`config.mk`:
```
export PLATFORM = sky130hd
export DESIGN_NAME = udp_ipv4_header_checksum_flat
export DESIGN_NICKNAME = d
export VERILOG_FILES = /design/src/uhc_pkg.sv /design/src/uhc_ifs.sv /design/src/uhc_accum.sv /design/src/uhc_csum.sv /design/src/udp_ipv4_header_checksum.sv /design/src/flat_wrapper.sv
export SDC_FILE = /design/constraint.sdc
export NUM_CORES = 1
export LEC_CHECK = 0
export BUFFER_PORTS_ARGS = -buffer_cell sky130_fd_sc_hd__buf_2
export CAP_MARGIN = 20
export CORE_ASPECT_RATIO = 0.75
export CORE_UTILIZATION = 40
export CTS_BUF_LIST = sky130_fd_sc_hd__clkbuf_4 sky130_fd_sc_hd__clkbuf_8
export CTS_CLUSTER_DIAMETER = 50
export CTS_CLUSTER_SIZE = 10
export DETAILED_ROUTE_END_ITERATION = 12
export SLEW_MARGIN = 20
export SYNTH_ARGS = -nofsm -noshare
export SYNTH_HDL_FRONTEND = slang
export SYNTH_SLANG_ARGS = --single-unit
```
`constraint.sdc`:
```
create_clock -name clock -period 10.9 [get_ports clock]
set_clock_uncertainty 0.05 [all_clocks]
set_input_delay 0.545 -clock clock [delete_from_list [all_inputs] [get_ports clock]]
set_output_delay 0.545 -clock clock [all_outputs]
set_load 0.01 [all_outputs]
```
`src/uhc_pkg.sv`:
```
package uhc_pkg;

   localparam logic [16:0] MAX_PAYLOAD_BYTES = 17'd65507;
   localparam logic [15:0] IP_HEADER_BYTES   = 16'd20;
   localparam logic [15:0] UDP_HEADER_BYTES  = 16'd8;
   localparam logic [15:0] VERSION_IHL_WORD  = 16'h4500;
   localparam logic [7:0]  PROTO_UDP         = 8'd17;
   localparam logic [15:0] CHECKSUM_ONES     = 16'hFFFF;

   localparam int unsigned CSR_INDEX_W = 3;
   localparam int unsigned CSR_DATA_W  = 32;

   localparam logic [CSR_INDEX_W-1:0] CSR_SOURCE_ADDRESS = 3'd0;
   localparam logic [CSR_INDEX_W-1:0] CSR_DEST_ADDRESS   = 3'd1;
   localparam logic [CSR_INDEX_W-1:0] CSR_SOURCE_PORT    = 3'd2;
   localparam logic [CSR_INDEX_W-1:0] CSR_DEST_PORT      = 3'd3;
   localparam logic [CSR_INDEX_W-1:0] CSR_TIME_TO_LIVE   = 3'd4;
   localparam logic [CSR_INDEX_W-1:0] CSR_SERVICE_TYPE   = 3'd5;
   localparam logic [CSR_INDEX_W-1:0] CSR_PACKET_IDENT   = 3'd6;

   localparam logic [31:0] RESET_ADDRESS     = 32'h7F00_0001;
   localparam logic [15:0] RESET_SOURCE_PORT = 16'd60001;
   localparam logic [15:0] RESET_DEST_PORT   = 16'd60002;
   localparam logic [7:0]  RESET_TTL         = 8'd255;

   typedef struct packed {
      logic [31:0] source_address;
      logic [31:0] dest_address;
      logic [15:0] source_port;
      logic [15:0] dest_port;
      logic [7:0]  time_to_live;
      logic [7:0]  service_type;
      logic [15:0] packet_ident;
   } cfg_type;

   // finished payload: saturating byte count and folded payload sum
   typedef struct packed {
      logic [16:0] count;
      logic [15:0] psum;
   } fin_type;

   // end-around carry fold of up to sixteen 16-bit words
   function automatic logic [15:0] fold20(input logic [19:0] v);
      logic [16:0] a;
      a = 17'(v[15:0]) + 17'(v[19:16]);
      return a[15:0] + 16'(a[16]);
   endfunction

endpackage

```
`src/uhc_ifs.sv`:
```
interface uhc_req_if;
   logic       valid;
   logic       ready;
   logic [7:0] payload_byte;
   logic       has_byte;
   logic       last_byte;

   modport source (output valid, payload_byte, has_byte, last_byte, input ready);
   modport sink (input valid, payload_byte, has_byte, last_byte, output ready);
endinterface

interface uhc_rsp_if;
   logic        valid;
   logic        ready;
   logic [15:0] ip_total_length;
   logic [15:0] udp_length;
   logic [15:0] ip_header_checksum;
   logic [15:0] udp_checksum;
   logic        length_error;

   modport source (output valid, ip_total_length, udp_length, ip_header_checksum,
                   udp_checksum, length_error, input ready);
   modport sink (input valid, ip_total_length, udp_length, ip_header_checksum,
                 udp_checksum, length_error, output ready);
endinterface

```
`src/uhc_accum.sv`:
```
module uhc_accum (
   input  logic              clock,
   input  logic              reset,
   uhc_req_if.sink           req_bus,
   output uhc_pkg::fin_type  fin,
   output logic              fin_valid,
   input  logic              fin_ready
);

   logic        in_valid_ff;
   logic [7:0]  in_byte_ff;
   logic        in_has_ff;
   logic        in_last_ff;

   logic [16:0] count_ff;
   logic [15:0] sum_ff;
   logic [7:0]  held_ff;
   logic        odd_ff;

   logic              fin_valid_ff;
   uhc_pkg::fin_type  fin_ff;

   logic              fin_free;
   logic              in_go;
   logic              accept;
   logic [16:0]       count_in;
   logic [15:0]       word;
   logic              add_en;
   logic [15:0]       sum_in;
   uhc_pkg::fin_type  fin_in;

   assign fin_free = !fin_valid_ff || fin_ready;
   assign in_go    = in_valid_ff && (!in_last_ff || fin_free);
   assign req_bus.ready = !in_valid_ff || in_go;
   assign accept   = req_bus.valid && req_bus.ready;

   always_comb begin
      count_in = count_ff;
      if (in_has_ff && count_ff <= uhc_pkg::MAX_PAYLOAD_BYTES) begin
         count_in = count_ff + 17'd1;
      end
      // pair completes a word; an odd tail at end of payload pads low byte with zero
      word   = odd_ff ? {held_ff, (in_has_ff ? in_byte_ff : 8'h00)} : {in_byte_ff, 8'h00};
      add_en = (in_has_ff && odd_ff) || (in_last_ff && (in_has_ff || odd_ff));
      sum_in = add_en ? uhc_pkg::fold20(20'(sum_ff) + 20'(word)) : sum_ff;
      fin_in.count = count_in;
      fin_in.psum  = sum_in;
   end

   always_ff @(posedge clock) begin
      if (reset) begin
         in_valid_ff <= 1'b0;
      end else if (req_bus.ready) begin
         in_valid_ff <= req_bus.valid;
      end
      if (accept) begin
         in_byte_ff <= req_bus.payload_byte;
         in_has_ff  <= req_bus.has_byte;
         in_last_ff <= req_bus.last_byte;
      end
   end

   always_ff @(posedge clock) begin
      if (reset) begin
         count_ff <= '0;
         sum_ff   <= '0;
         held_ff  <= '0;
         odd_ff   <= 1'b0;
      end else if (in_go) begin
         if (in_last_ff) begin
            count_ff <= '0;
            sum_ff   <= '0;
            held_ff  <= '0;
            odd_ff   <= 1'b0;
         end else begin
            count_ff <= count_in;
            sum_ff   <= sum_in;
            if (in_has_ff) begin
               if (odd_ff) begin
                  odd_ff <= 1'b0;
               end else begin
                  held_ff <= in_byte_ff;
                  odd_ff  <= 1'b1;
               end
            end
         end
      end
   end

   always_ff @(posedge clock) begin
      if (reset) begin
         fin_valid_ff <= 1'b0;
      end else if (fin_free) begin
         fin_valid_ff <= in_go && in_last_ff;
      end
      if (fin_free && in_go && in_last_ff) begin
         fin_ff <= fin_in;
      end
   end

   assign fin       = fin_ff;
   assign fin_valid = fin_valid_ff;

endmodule

```
`src/uhc_csum.sv`:
```
module uhc_csum (
   input  logic              clock,
   input  logic              reset,
   input  uhc_pkg::cfg_type  cfg,
   input  uhc_pkg::fin_type  fin,
   input  logic              fin_valid,
   output logic              fin_ready,
   uhc_rsp_if.source         rsp_bus
);

   logic [15:0] ip_base_ff;
   logic [15:0] udp_base_ff;
   logic [15:0] ip_base_in;
   logic [15:0] udp_base_in;

   logic        rsp_valid_ff;
   logic [15:0] total_len_ff;
   logic [15:0] udp_len_ff;
   logic [15:0] ip_sum_ff;
   logic [15:0] udp_sum_ff;
   logic        err_ff;

   logic        err_in;
   logic [15:0] len;
   logic [15:0] udp_len_in;
   logic [15:0] total_len_in;
   logic [15:0] ip_sum_in;
   logic [15:0] udp_raw;
   logic [15:0] udp_sum_in;

   // configuration-only part of both sums, registered behind the configuration registers
   always_comb begin
      ip_base_in = uhc_pkg::fold20(
         20'(uhc_pkg::VERSION_IHL_WORD | 16'(cfg.service_type))
         + 20'(cfg.packet_ident)
         + 20'({cfg.time_to_live, uhc_pkg::PROTO_UDP})
         + 20'(cfg.source_address[31:16]) + 20'(cfg.source_address[15:0])
         + 20'(cfg.dest_address[31:16]) + 20'(cfg.dest_address[15:0]));
      udp_base_in = uhc_pkg::fold20(
         20'(cfg.source_address[31:16]) + 20'(cfg.source_address[15:0])
         + 20'(cfg.dest_address[31:16]) + 20'(cfg.dest_address[15:0])
         + 20'(uhc_pkg::PROTO_UDP)
         + 20'(cfg.source_port) + 20'(cfg.dest_port));
   end

   always_ff @(posedge clock) begin
      ip_base_ff  <= ip_base_in;
      udp_base_ff <= udp_base_in;
   end

   always_comb begin
      err_in       = fin.count > uhc_pkg::MAX_PAYLOAD_BYTES;
      len          = err_in ? uhc_pkg::MAX_PAYLOAD_BYTES[15:0] : fin.count[15:0];
      udp_len_in   = len + uhc_pkg::UDP_HEADER_BYTES;
      total_len_in = udp_len_in + uhc_pkg::IP_HEADER_BYTES;
      ip_sum_in    = ~uhc_pkg::fold20(20'(ip_base_ff) + 20'(total_len_in));
      // UDP length appears in both the pseudo-header and the UDP header
      udp_raw      = ~uhc_pkg::fold20(20'(udp_base_ff) + 20'(fin.psum)
                                      + 20'(udp_len_in) + 20'(udp_len_in));
      udp_sum_in   = (udp_raw == 16'h0000) ? uhc_pkg::CHECKSUM_ONES : udp_raw;
   end

   assign fin_ready = !rsp_valid_ff || rsp_bus.ready;

   always_ff @(posedge clock) begin
      if (reset) begin
         rsp_valid_ff <= 1'b0;
      end else if (fin_ready) begin
         rsp_valid_ff <= fin_valid;
      end
      if (fin_ready && fin_valid) begin
         total_len_ff <= total_len_in;
         udp_len_ff   <= udp_len_in;
         ip_sum_ff    <= ip_sum_in;
         udp_sum_ff   <= udp_sum_in;
         err_ff       <= err_in;
      end
   end

   assign rsp_bus.valid              = rsp_valid_ff;
   assign rsp_bus.ip_total_length    = total_len_ff;
   assign rsp_bus.udp_length         = udp_len_ff;
   assign rsp_bus.ip_header_checksum = ip_sum_ff;
   assign rsp_bus.udp_checksum       = udp_sum_ff;
   assign rsp_bus.length_error       = err_ff;

endmodule

```
`src/udp_ipv4_header_checksum.sv`:
```
// Channel   Direction  Carries
// req_bus   in         payload_byte, has_byte, last_byte
// rsp_bus   out        ip_total_length, udp_length, ip_header_checksum,
//                      udp_checksum, length_error
// csr_*     in         write enable, register index, 32-bit write data
//
// One beat per cycle unless a last beat is held by a stalled result; the running
// payload sum takes one end-around add per beat. A result passes from its last beat
// through the input register, the finish register and the result register.
// Synchronous active-high reset clears the payload state, the pipeline valids
// and the registers to their defaults.
// A stalled result holds only the stages behind it that carry a last beat.
module udp_ipv4_header_checksum (
   input  logic                                 clock,
   input  logic                                 reset,
   uhc_req_if.sink                              req_bus,
   uhc_rsp_if.source                            rsp_bus,
   input  logic                                 csr_write_enable,
   input  logic [uhc_pkg::CSR_INDEX_W-1:0]      csr_index,
   input  logic [uhc_pkg::CSR_DATA_W-1:0]       csr_write_data
);

   uhc_pkg::cfg_type  cfg_ff;
   uhc_pkg::fin_type  fin;
   logic              fin_valid;
   logic              fin_ready;

   always_ff @(posedge clock) begin
      if (reset) begin
         cfg_ff.source_address <= uhc_pkg::RESET_ADDRESS;
         cfg_ff.dest_address   <= uhc_pkg::RESET_ADDRESS;
         cfg_ff.source_port    <= uhc_pkg::RESET_SOURCE_PORT;
         cfg_ff.dest_port      <= uhc_pkg::RESET_DEST_PORT;
         cfg_ff.time_to_live   <= uhc_pkg::RESET_TTL;
         cfg_ff.service_type   <= '0;
         cfg_ff.packet_ident   <= '0;
      end else if (csr_write_enable) begin
         unique case (csr_index)
            uhc_pkg::CSR_SOURCE_ADDRESS: cfg_ff.source_address <= csr_write_data;
            uhc_pkg::CSR_DEST_ADDRESS:   cfg_ff.dest_address   <= csr_write_data;
            uhc_pkg::CSR_SOURCE_PORT:    cfg_ff.source_port    <= csr_write_data[15:0];
            uhc_pkg::CSR_DEST_PORT:      cfg_ff.dest_port      <= csr_write_data[15:0];
            uhc_pkg::CSR_TIME_TO_LIVE:   cfg_ff.time_to_live   <= csr_write_data[7:0];
            uhc_pkg::CSR_SERVICE_TYPE:   cfg_ff.service_type   <= csr_write_data[7:0];
            uhc_pkg::CSR_PACKET_IDENT:   cfg_ff.packet_ident   <= csr_write_data[15:0];
            default: begin
            end
         endcase
      end
   end

   uhc_accum u_accum (
      .clock     (clock),
      .reset     (reset),
      .req_bus   (req_bus),
      .fin       (fin),
      .fin_valid (fin_valid),
      .fin_ready (fin_ready)
   );

   uhc_csum u_csum (
      .clock     (clock),
      .reset     (reset),
      .cfg       (cfg_ff),
      .fin       (fin),
      .fin_valid (fin_valid),
      .fin_ready (fin_ready),
      .rsp_bus   (rsp_bus)
   );

`ifndef SYNTH
   a_len_relation: assert property (@(posedge clock) disable iff (reset)
      rsp_bus.valid |-> rsp_bus.ip_total_length
                        == rsp_bus.udp_length + uhc_pkg::IP_HEADER_BYTES)
      else $error("total length and UDP length disagree");

   a_err_saturates: assert property (@(posedge clock) disable iff (reset)
      (rsp_bus.valid && rsp_bus.length_error) |->
         rsp_bus.udp_length == uhc_pkg::MAX_PAYLOAD_BYTES[15:0] + uhc_pkg::UDP_HEADER_BYTES)
      else $error("length error without saturated length");

   a_udp_nonzero: assert property (@(posedge clock) disable iff (reset)
      rsp_bus.valid |-> rsp_bus.udp_checksum != 16'h0000)
      else $error("UDP checksum of zero sent");

   a_fin_held: assert property (@(posedge clock) disable iff (reset)
      (fin_valid && !fin_ready) |=> fin_valid && $stable(fin))
      else $error("finished payload lost under stall");
`endif

endmodule
```
`src/flat_wrapper.sv`:
```
// flat-port wrapper written by rule: the top's interface ports become plain ports
module udp_ipv4_header_checksum_flat 
  (clock, reset, csr_write_enable, csr_index, csr_write_data, req_bus_valid, req_bus_payload_byte, req_bus_has_byte, req_bus_last_byte, req_bus_ready, rsp_bus_valid, rsp_bus_ip_total_length, rsp_bus_udp_length, rsp_bus_ip_header_checksum, rsp_bus_udp_checksum, rsp_bus_length_error, rsp_bus_ready);
  uhc_req_if req_bus_i ();
  uhc_rsp_if rsp_bus_i ();
  input  logic clock;
  input  logic reset;
  input  logic csr_write_enable;
  input  logic [uhc_pkg::CSR_INDEX_W-1:0] csr_index;
  input  logic [uhc_pkg::CSR_DATA_W-1:0] csr_write_data;
  input wire logic [$bits(req_bus_i.valid)-1:0] req_bus_valid;
  input wire logic [$bits(req_bus_i.payload_byte)-1:0] req_bus_payload_byte;
  input wire logic [$bits(req_bus_i.has_byte)-1:0] req_bus_has_byte;
  input wire logic [$bits(req_bus_i.last_byte)-1:0] req_bus_last_byte;
  output wire logic [$bits(req_bus_i.ready)-1:0] req_bus_ready;
  output wire logic [$bits(rsp_bus_i.valid)-1:0] rsp_bus_valid;
  output wire logic [$bits(rsp_bus_i.ip_total_length)-1:0] rsp_bus_ip_total_length;
  output wire logic [$bits(rsp_bus_i.udp_length)-1:0] rsp_bus_udp_length;
  output wire logic [$bits(rsp_bus_i.ip_header_checksum)-1:0] rsp_bus_ip_header_checksum;
  output wire logic [$bits(rsp_bus_i.udp_checksum)-1:0] rsp_bus_udp_checksum;
  output wire logic [$bits(rsp_bus_i.length_error)-1:0] rsp_bus_length_error;
  input wire logic [$bits(rsp_bus_i.ready)-1:0] rsp_bus_ready;
  assign req_bus_i.valid = req_bus_valid;
  assign req_bus_i.payload_byte = req_bus_payload_byte;
  assign req_bus_i.has_byte = req_bus_has_byte;
  assign req_bus_i.last_byte = req_bus_last_byte;
  assign req_bus_ready = req_bus_i.ready;
  assign rsp_bus_valid = rsp_bus_i.valid;
  assign rsp_bus_ip_total_length = rsp_bus_i.ip_total_length;
  assign rsp_bus_udp_length = rsp_bus_i.udp_length;
  assign rsp_bus_ip_header_checksum = rsp_bus_i.ip_header_checksum;
  assign rsp_bus_udp_checksum = rsp_bus_i.udp_checksum;
  assign rsp_bus_length_error = rsp_bus_i.length_error;
  assign rsp_bus_i.ready = rsp_bus_ready;
  udp_ipv4_header_checksum u_core (.clock(clock), .reset(reset), .req_bus(req_bus_i), .rsp_bus(rsp_bus_i), .csr_write_enable(csr_write_enable), .csr_index(csr_index), .csr_write_data(csr_write_data));
endmodule
```
[Word-level counts from Yosys, hierarchy flattened]
Index checks and enable logic that the tools add are counted.
Storage, ports and cells
  word-level logic and storage cells: 111
  output and inout bits: 67
  register bits after elaboration: 313
Cells by class
  reductions and logical operators: 31
  bitwise gates (word level): 2
  equal/unequal tests: 7
  $lt $le $gt $ge: 2
  add/sub/neg operators: 30
  mux-type cells: 13
Operators by type and width (count)
  $add 16x1->16: 5
  $add 20x16->20: 4
  $add 16x16->17: 4
  $mux 16: 4
  $add 18x16->19: 3
  $add 17x16->18: 3
  $add 16x1->17: 2
  $add 16x4->17: 2
  $mux 17: 2
  $mux 8: 4
  $not 16->16: 2
  $add 19x16->20: 1
  $add 19x5->20 const B: 1
  $add 15x16->17: 1
  $add 16x3->17: 1
  $add 17x1->17 const B: 1
  $gt 17x16->1 const B: 1
  $le 17x16->1 const B: 1
  $add 16x4->16 const B: 1
  $add 16x5->16 const B: 1
  $logic_not 16->1: 1
  $reduce_and 2->1: 8
  $eq 3x3->1 const B: 3
  $logic_and 1x1->1: 9
  9 further kinds: 20

[Depth between registers and ports, before layout]
  word-level depth: 9
  gate-level depth with buffers: 46
  gate-level depth less buffers: 43

[Cells and area by module]
From an unflattened synthesis, not the netlist that was laid out.
Unflattened totals
  cell total of the unflattened synthesis: 2393
  area total of the unflattened synthesis: 23298.6 µm²
By module, submodules not included
  uhc_csum: sequential area each 2552.4 µm², cells an instance 1360, times used 1, area each 12948.7 µm²
  uhc_accum: sequential area each 2172.1 µm², cells an instance 555, times used 1, area each 5266.3 µm²
  udp_ipv4_header_checksum: sequential area each 2562.5 µm², cells an instance 478, times used 1, area each 5083.6 µm²

[Worst setup path before layout]
Ideal clock, no wire load.
  path type: flip-flop to flip-flop
  from: register u_core.u_accum.fin_ff, in the netlist u_core.u_accum.fin[24]
  to: register u_core.u_csum.udp_sum_ff[12] (netlist: u_core.u_csum.rsp_bus.udp_checksum[12]) (data pin)
  setup time: 0.134 ns
  clock period less this slack: 8.324 ns
  required time: 10.716 ns
  buffers on the path: 3
  cell stages (with the launch flop): 44
  arrival time: 8.141 ns
  setup slack: 2.576 ns
  path through: edfxtp_1 and4_1 and4_1 and4b_1 nor2_1 clkbuf_1 nand2_1 inv_1 ha_1 inv_1 a21oi_1 a21oi_1 o21ai_1 fa_1 inv_1 ha_1 clkbuf_1 and3_1 [8 not listed] ha_1 fa_1 nand3b_1 nor3_1 nand2_1 nor2_1 nand3_1 nor2_1 ha_1 ha_1 nand2_1 or4b_1 or2_2 o311ai_0 and4_1 nand4_1 buf_2 nand2_1
On the way
  longest elaborated chain between the ends: 9
Ends and longest elaborated chain
  start, declared: RTL line uhc_accum.sv:21  | uhc_pkg::fin_type fin_ff;
  start signal, assigned: RTL line uhc_accum.sv:97  | fin_ff <= fin_in;
  $gt 17x16->1 (*): RTL line uhc_csum.sv:52  | err_in = fin.count > uhc_pkg::MAX_PAYLOAD_BYTES;
  $mux 16 (*): RTL line uhc_csum.sv:53  | len = err_in ? uhc_pkg::MAX_PAYLOAD_BYTES[15:0] : fin.count[15:0];
  $add 16x4->16 (*): RTL line uhc_csum.sv:54  | udp_len_in = len + uhc_pkg::UDP_HEADER_BYTES;
  named net u_core.u_csum.udp_len_in[3]: RTL line uhc_csum.sv:25  | logic [15:0] udp_len_in;
  $add 17x16->18: RTL line uhc_csum.sv:59  | + 20'(udp_len_in) + 20'(udp_len_in));
  $add 18x16->19 (*): RTL line uhc_csum.sv:59
  $add 16x3->17 (*): RTL line uhc_pkg.sv:45  | a = 17'(v[15:0]) + 17'(v[19:16]);
  $add 16x1->16 (*): RTL line uhc_pkg.sv:46  | return a[15:0] + 16'(a[16]);
  $not 16->16 (*): RTL line uhc_csum.sv:58  | udp_raw = ~uhc_pkg::fold20(20'(udp_base_ff) + 20'(fin.psum)
  $logic_not 16->1: RTL line uhc_csum.sv:60  | udp_sum_in = (udp_raw == 16'h0000) ? uhc_pkg::CHECKSUM_ONES : udp_raw;
  end signal, assigned: RTL line uhc_csum.sv:75  | udp_sum_ff <= udp_sum_in;
  end, declared: RTL line uhc_csum.sv:20  | logic [15:0] udp_sum_ff;
The timed path passes the listed nets; every way through them passes the cells marked *.
A chain may end at the register's enable or synchronous reset.

[Worst setup path in the final report]
  from: register u_core.u_accum.fin_ff, in the netlist u_core.u_accum.fin[24]
  to: register u_core.u_csum.udp_sum_ff[9] (netlist: u_core.u_csum.rsp_bus.udp_checksum[9]) (data pin)
The elaborated chain is that of the path after synthesis.

==> summary.md <==
| Metric | Value |
|---|---|
| Worst hold path class | input port to flip-flop |
| Num CTS Buffers | 43 |
| Tcrit/Tclk final | 0.870 |
| Crit path time final | between 9 and 10 ns |
| Initial DRC Count | 1,055 |
| Pleak | 9.83 nW |
| Fillers | between 5k and 6k |
| Resized cells post-CTS | 0 |
| Placer Congestion | around 0.94 |
| Post-Route Setup TNS | 0 ns |
| Multi-input logic area | 13,100 sq um |
| Antenna Nets Post-Route | 0 |
| Die Y | about 200 microns |
| Drt total wl | about 55 mm |
| Worst EP required | between 10 and 15 ns |
| Main synth FF type | dfxtp_1 |
| Layout net count | roughly 2.7k |
| CP Data Arrival Time | approximately 10 ns |
| CTS tree | yes |
| Synth top area share | 0.193 |
| CTS HTree Levels | 2 |
| Top cells by area, synth | dfxtp_1, edfxtp_1, fa_1 |
| Area post-placement | 22,500 sq um |
| Max_cap viols | 0 |
| Slew @ Worst Pin | slightly above 1 ns |
| Clock sinks | about 310 |
| Buf/Inv on CP | 4 |
| Sw Share | 0.418 |
| Kind of critical path | flip-flop to flip-flop |
| PwrDens | between 200 and 250 nW/um^2 |
| Headroom to the max-slew limit | 0.314 |
| First-pass GRT wire length | around 88 mm |
| Core area | 52,000 sq um |
| Peak VDD IR | 0.000114 V |
| Clk Latency, worst-skew pair | approximately 0.64 ns |
| Status | finished, final reports clean |
| Max Slew Vio Count | 0 |
| Synthesized area | 21,200 sq um |
| Clock network power share | 0.211 |
| Fraction of registers with async set/reset | 0 |
| Number of synthesized register bits | approximately 310 |
| Initial antenna violation count | 1 |
| Number of synthesized flops with an enable pin | between 100 and 150 |
| Placed cells | between 3k and 4k |
| IO Count | about 120 |
| Hold Violations, Final | 0 |
| Vias in the first global route | between 15k and 20k |
| P_sw | between 2 and 2.5 mW |
| Top fanout value on the critical path | 15 |
| Largest area contributor in the netlist | dfxtp_1 |
| Via count | between 15k and 20k |
| Area grow syn2layout | 10.5% |
| Sequential-to-total area share from yosys stat | 0.343 |
| Synth warnings | 0 |
| Overall Power | around 4.8 mW |
| Max clock buf depth | 3 |
| Cells after synthesis | 2,293 |
| Yosys cell types | between 80 and 90 |
| DRC Markers | 0 |
| # rows | 72 |
| DP HPWL | 42.6 mm |
| DRT Pass-1 Iters | 5 |
| RSZ-0062 raised after global routing | false |
| Register Area | between 7000 and 8000 sq um |
| CTS root buf | clkbuf_8 |
| Worst path top cell family by delay | simple AND/OR/NAND/NOR gates |
| GRT overflow | 0 |
| DIE AREA | approximately 54,000 sq um |
| Fmax achieved | roughly 110 MHz |
| Design Area, Final | between 20,000 and 25,000 sq um |
| Part of the power in registers | 0.286 |
| Combinational share of power | 0.503 |
| CP max stage delay | between 0.5 and 0.6 ns |
| Pint | ~2.8 mW |
| Crit end category | flip-flop |
| PortBufs | 116 |
| Startpoint type of the worst setup path | flip-flop |
| Fin util | 0.451 |
| Layout cells sized above 1 | 0.100 |
| Final setup viols | 0 |
| Drt wl/cell | ~18 microns |
| Cell Count, Final, Fillers Out | approximately 3.1k |
| Synth Net Count | around 2.6k |
| Starting Density | 0.408 |
| Vias per cell | about 5.3 |
| Average size of a mapped cell | a little over 9 sq um |
| Worst-path clk slew | around 0.070 ns |
| Most Frequent Cell on Critical Path | a21oi_1 |
| Diodes inserted | 0 |
| Die X | between 200 and 300 microns |
| Largest net degree at the start of global routing | 96 |
| Critical path's slowest cell | fa_1 |
| All-layer global routing usage | 0.209 |
==> layer usage <==
metal	wire length, microns	GRT usage	part of all wire
met5	0	0	0
met4	1030	0.0551	0.019
met3	2520	0.0279	0.046
met2	23500	0.314	0.43
met1	27800	0.312	0.51
==> power by group through the flow <==
stage / Sequential, mW / Clock, mW / Combinational (mW)
after CTS: 1.39 / 1.06 / 2.42
after floorplan: 1.40 / 0 / 1.78
after detailed placement: 1.41 / 0 / 2.40
after global placement: 1.41 / 0 / 2.38
final: 1.39 / 1.02 / 2.44
after global routing: 1.40 / 1.11 / 2.71
==> per-stage QoR <==
| stage | setup WS (ns) | hold slack, ns |
|---|---|---|
| 6_report | 1.42 | 0.0557 |
| 5_1_grt | 0.385 | 0.0185 |
| 4_1_cts | 1.12 | 0.000535 |
| 3_5_place_dp | 1.13 | 0.400 |
| 3_3_place_gp | 1.29 | 0.394 |
| 2_1_floorplan | 2.58 | 0.386 |
==> final timing paths <==
check / startpoint / end / slack [ns] / depth (start not counted)
setup / recovery: u_core.u_accum.fin[24] / u_core.u_csum.rsp_bus.udp_checksum[9] / 1.42 / 44
hold / removal: req_bus_payload_byte[7] / u_core.u_accum.in_byte_ff[7] / 0.06 / 1
setup reg to reg: u_core.u_accum.fin[24] / u_core.u_csum.rsp_bus.udp_checksum[9] / 1.42 / 44
hold reg to reg: u_core.cfg_ff[0] / u_core.cfg_ff[0] / 0.41 / 2
==> cell usage in the layout (no fill, tap or decap), types with 10 or more instances in the layout <==
master	instances
or3_1	12
and2_1	15
nand3_1	56
a21o_1	26
nand2_1	373
inv_1	152
clkbuf_8	49
nor4_1	11
a211o_1	11
and3_1	35
clkbuf_4	12
nand2b_1	25
ha_1	145
xor2_1	60
o21bai_1	11
a211oi_1	13
dfxtp_1	205
nand4_1	14
buf_4	12
a21oi_1	168
fa_1	132
o21ai_0	74
o21a_1	16
xnor2_1	135
nor2b_1	24
nor2_1	134
edfxtp_1	106
o31ai_1	10
buf_2	115
mux2_2	13
a31oi_1	14
o211ai_1	11
nor3_1	43
nor3b_1	11
nand3b_1	41
a22oi_1	32
==> synth_stat cells, drive strengths merged (5+ instances only) <==
master,n
nor2b,25
xnor2,136
edfxtp,106
a31oi,14
or2,5
and3,38
o21a,16
o31ai,10
o21ai,77
nor4,12
inv,152
a211oi,13
nor3,44
nand4,14
xor2,60
or3,12
mux2,13
nor3b,11
fa,132
nor2,136
and4,8
o211ai,11
nand2,374
clkbuf,70
and2,15
a22oi,32
ha,145
o21bai,11
nand2b,25
nand3,56
a211o,11
a21oi,169
nand3b,41
dfxtp,205
a21o,27
==> state kept, by name, indices dropped and copies added (netlist names), 8 cells and up <==
register and cells:
u_core.u_accum.fin 33, u_core.u_csum.rsp_bus.ip_header_checksum 16, u_core.u_csum.rsp_bus.ip_total_length 16, u_core.u_accum.sum_ff 16, u_core.u_csum.rsp_bus.udp_checksum 16, u_core.u_csum.rsp_bus.udp_length 14, u_core.cfg_ff 128, u_core.u_accum.count_ff 17
u_core.u_csum.ip_base_ff 16, u_core.u_accum.in_byte_ff 8, u_core.u_csum.udp_base_ff 16, u_core.u_accum.held_ff 8
==> logic make-up after synthesis <==
group / Yosys count / synth area share
xor gates and xnor gates: 196 / 0.0813
and+or+nand+nor: 830 / 0.187
DFF: 311 / 0.343
muxes: 16 / 0.00831
adders and majority gates: 278 / 0.211
AOI/OAI and AO/OA: 436 / 0.129
buffers and inverters: 226 / 0.0405
==> area by class of cell <==
cell class,count,share of cell area
Multi-Input combinational cell,1756,0.559
Sequential cell,311,0.311
Timing Repair Buffer,127,0.0284
Inverter,152,0.0243
Tap cell,703,0.0375
Clock buffer,61,0.0326
Clock inverter,13,0.00784
==> timing repair <==
action / in CTS / in global routing
endpoints found under the setup margin: 0 / 15
hold buffers: 0 / 0
setup buffers: 0 / 1
(Power assumes the default switching activity.)
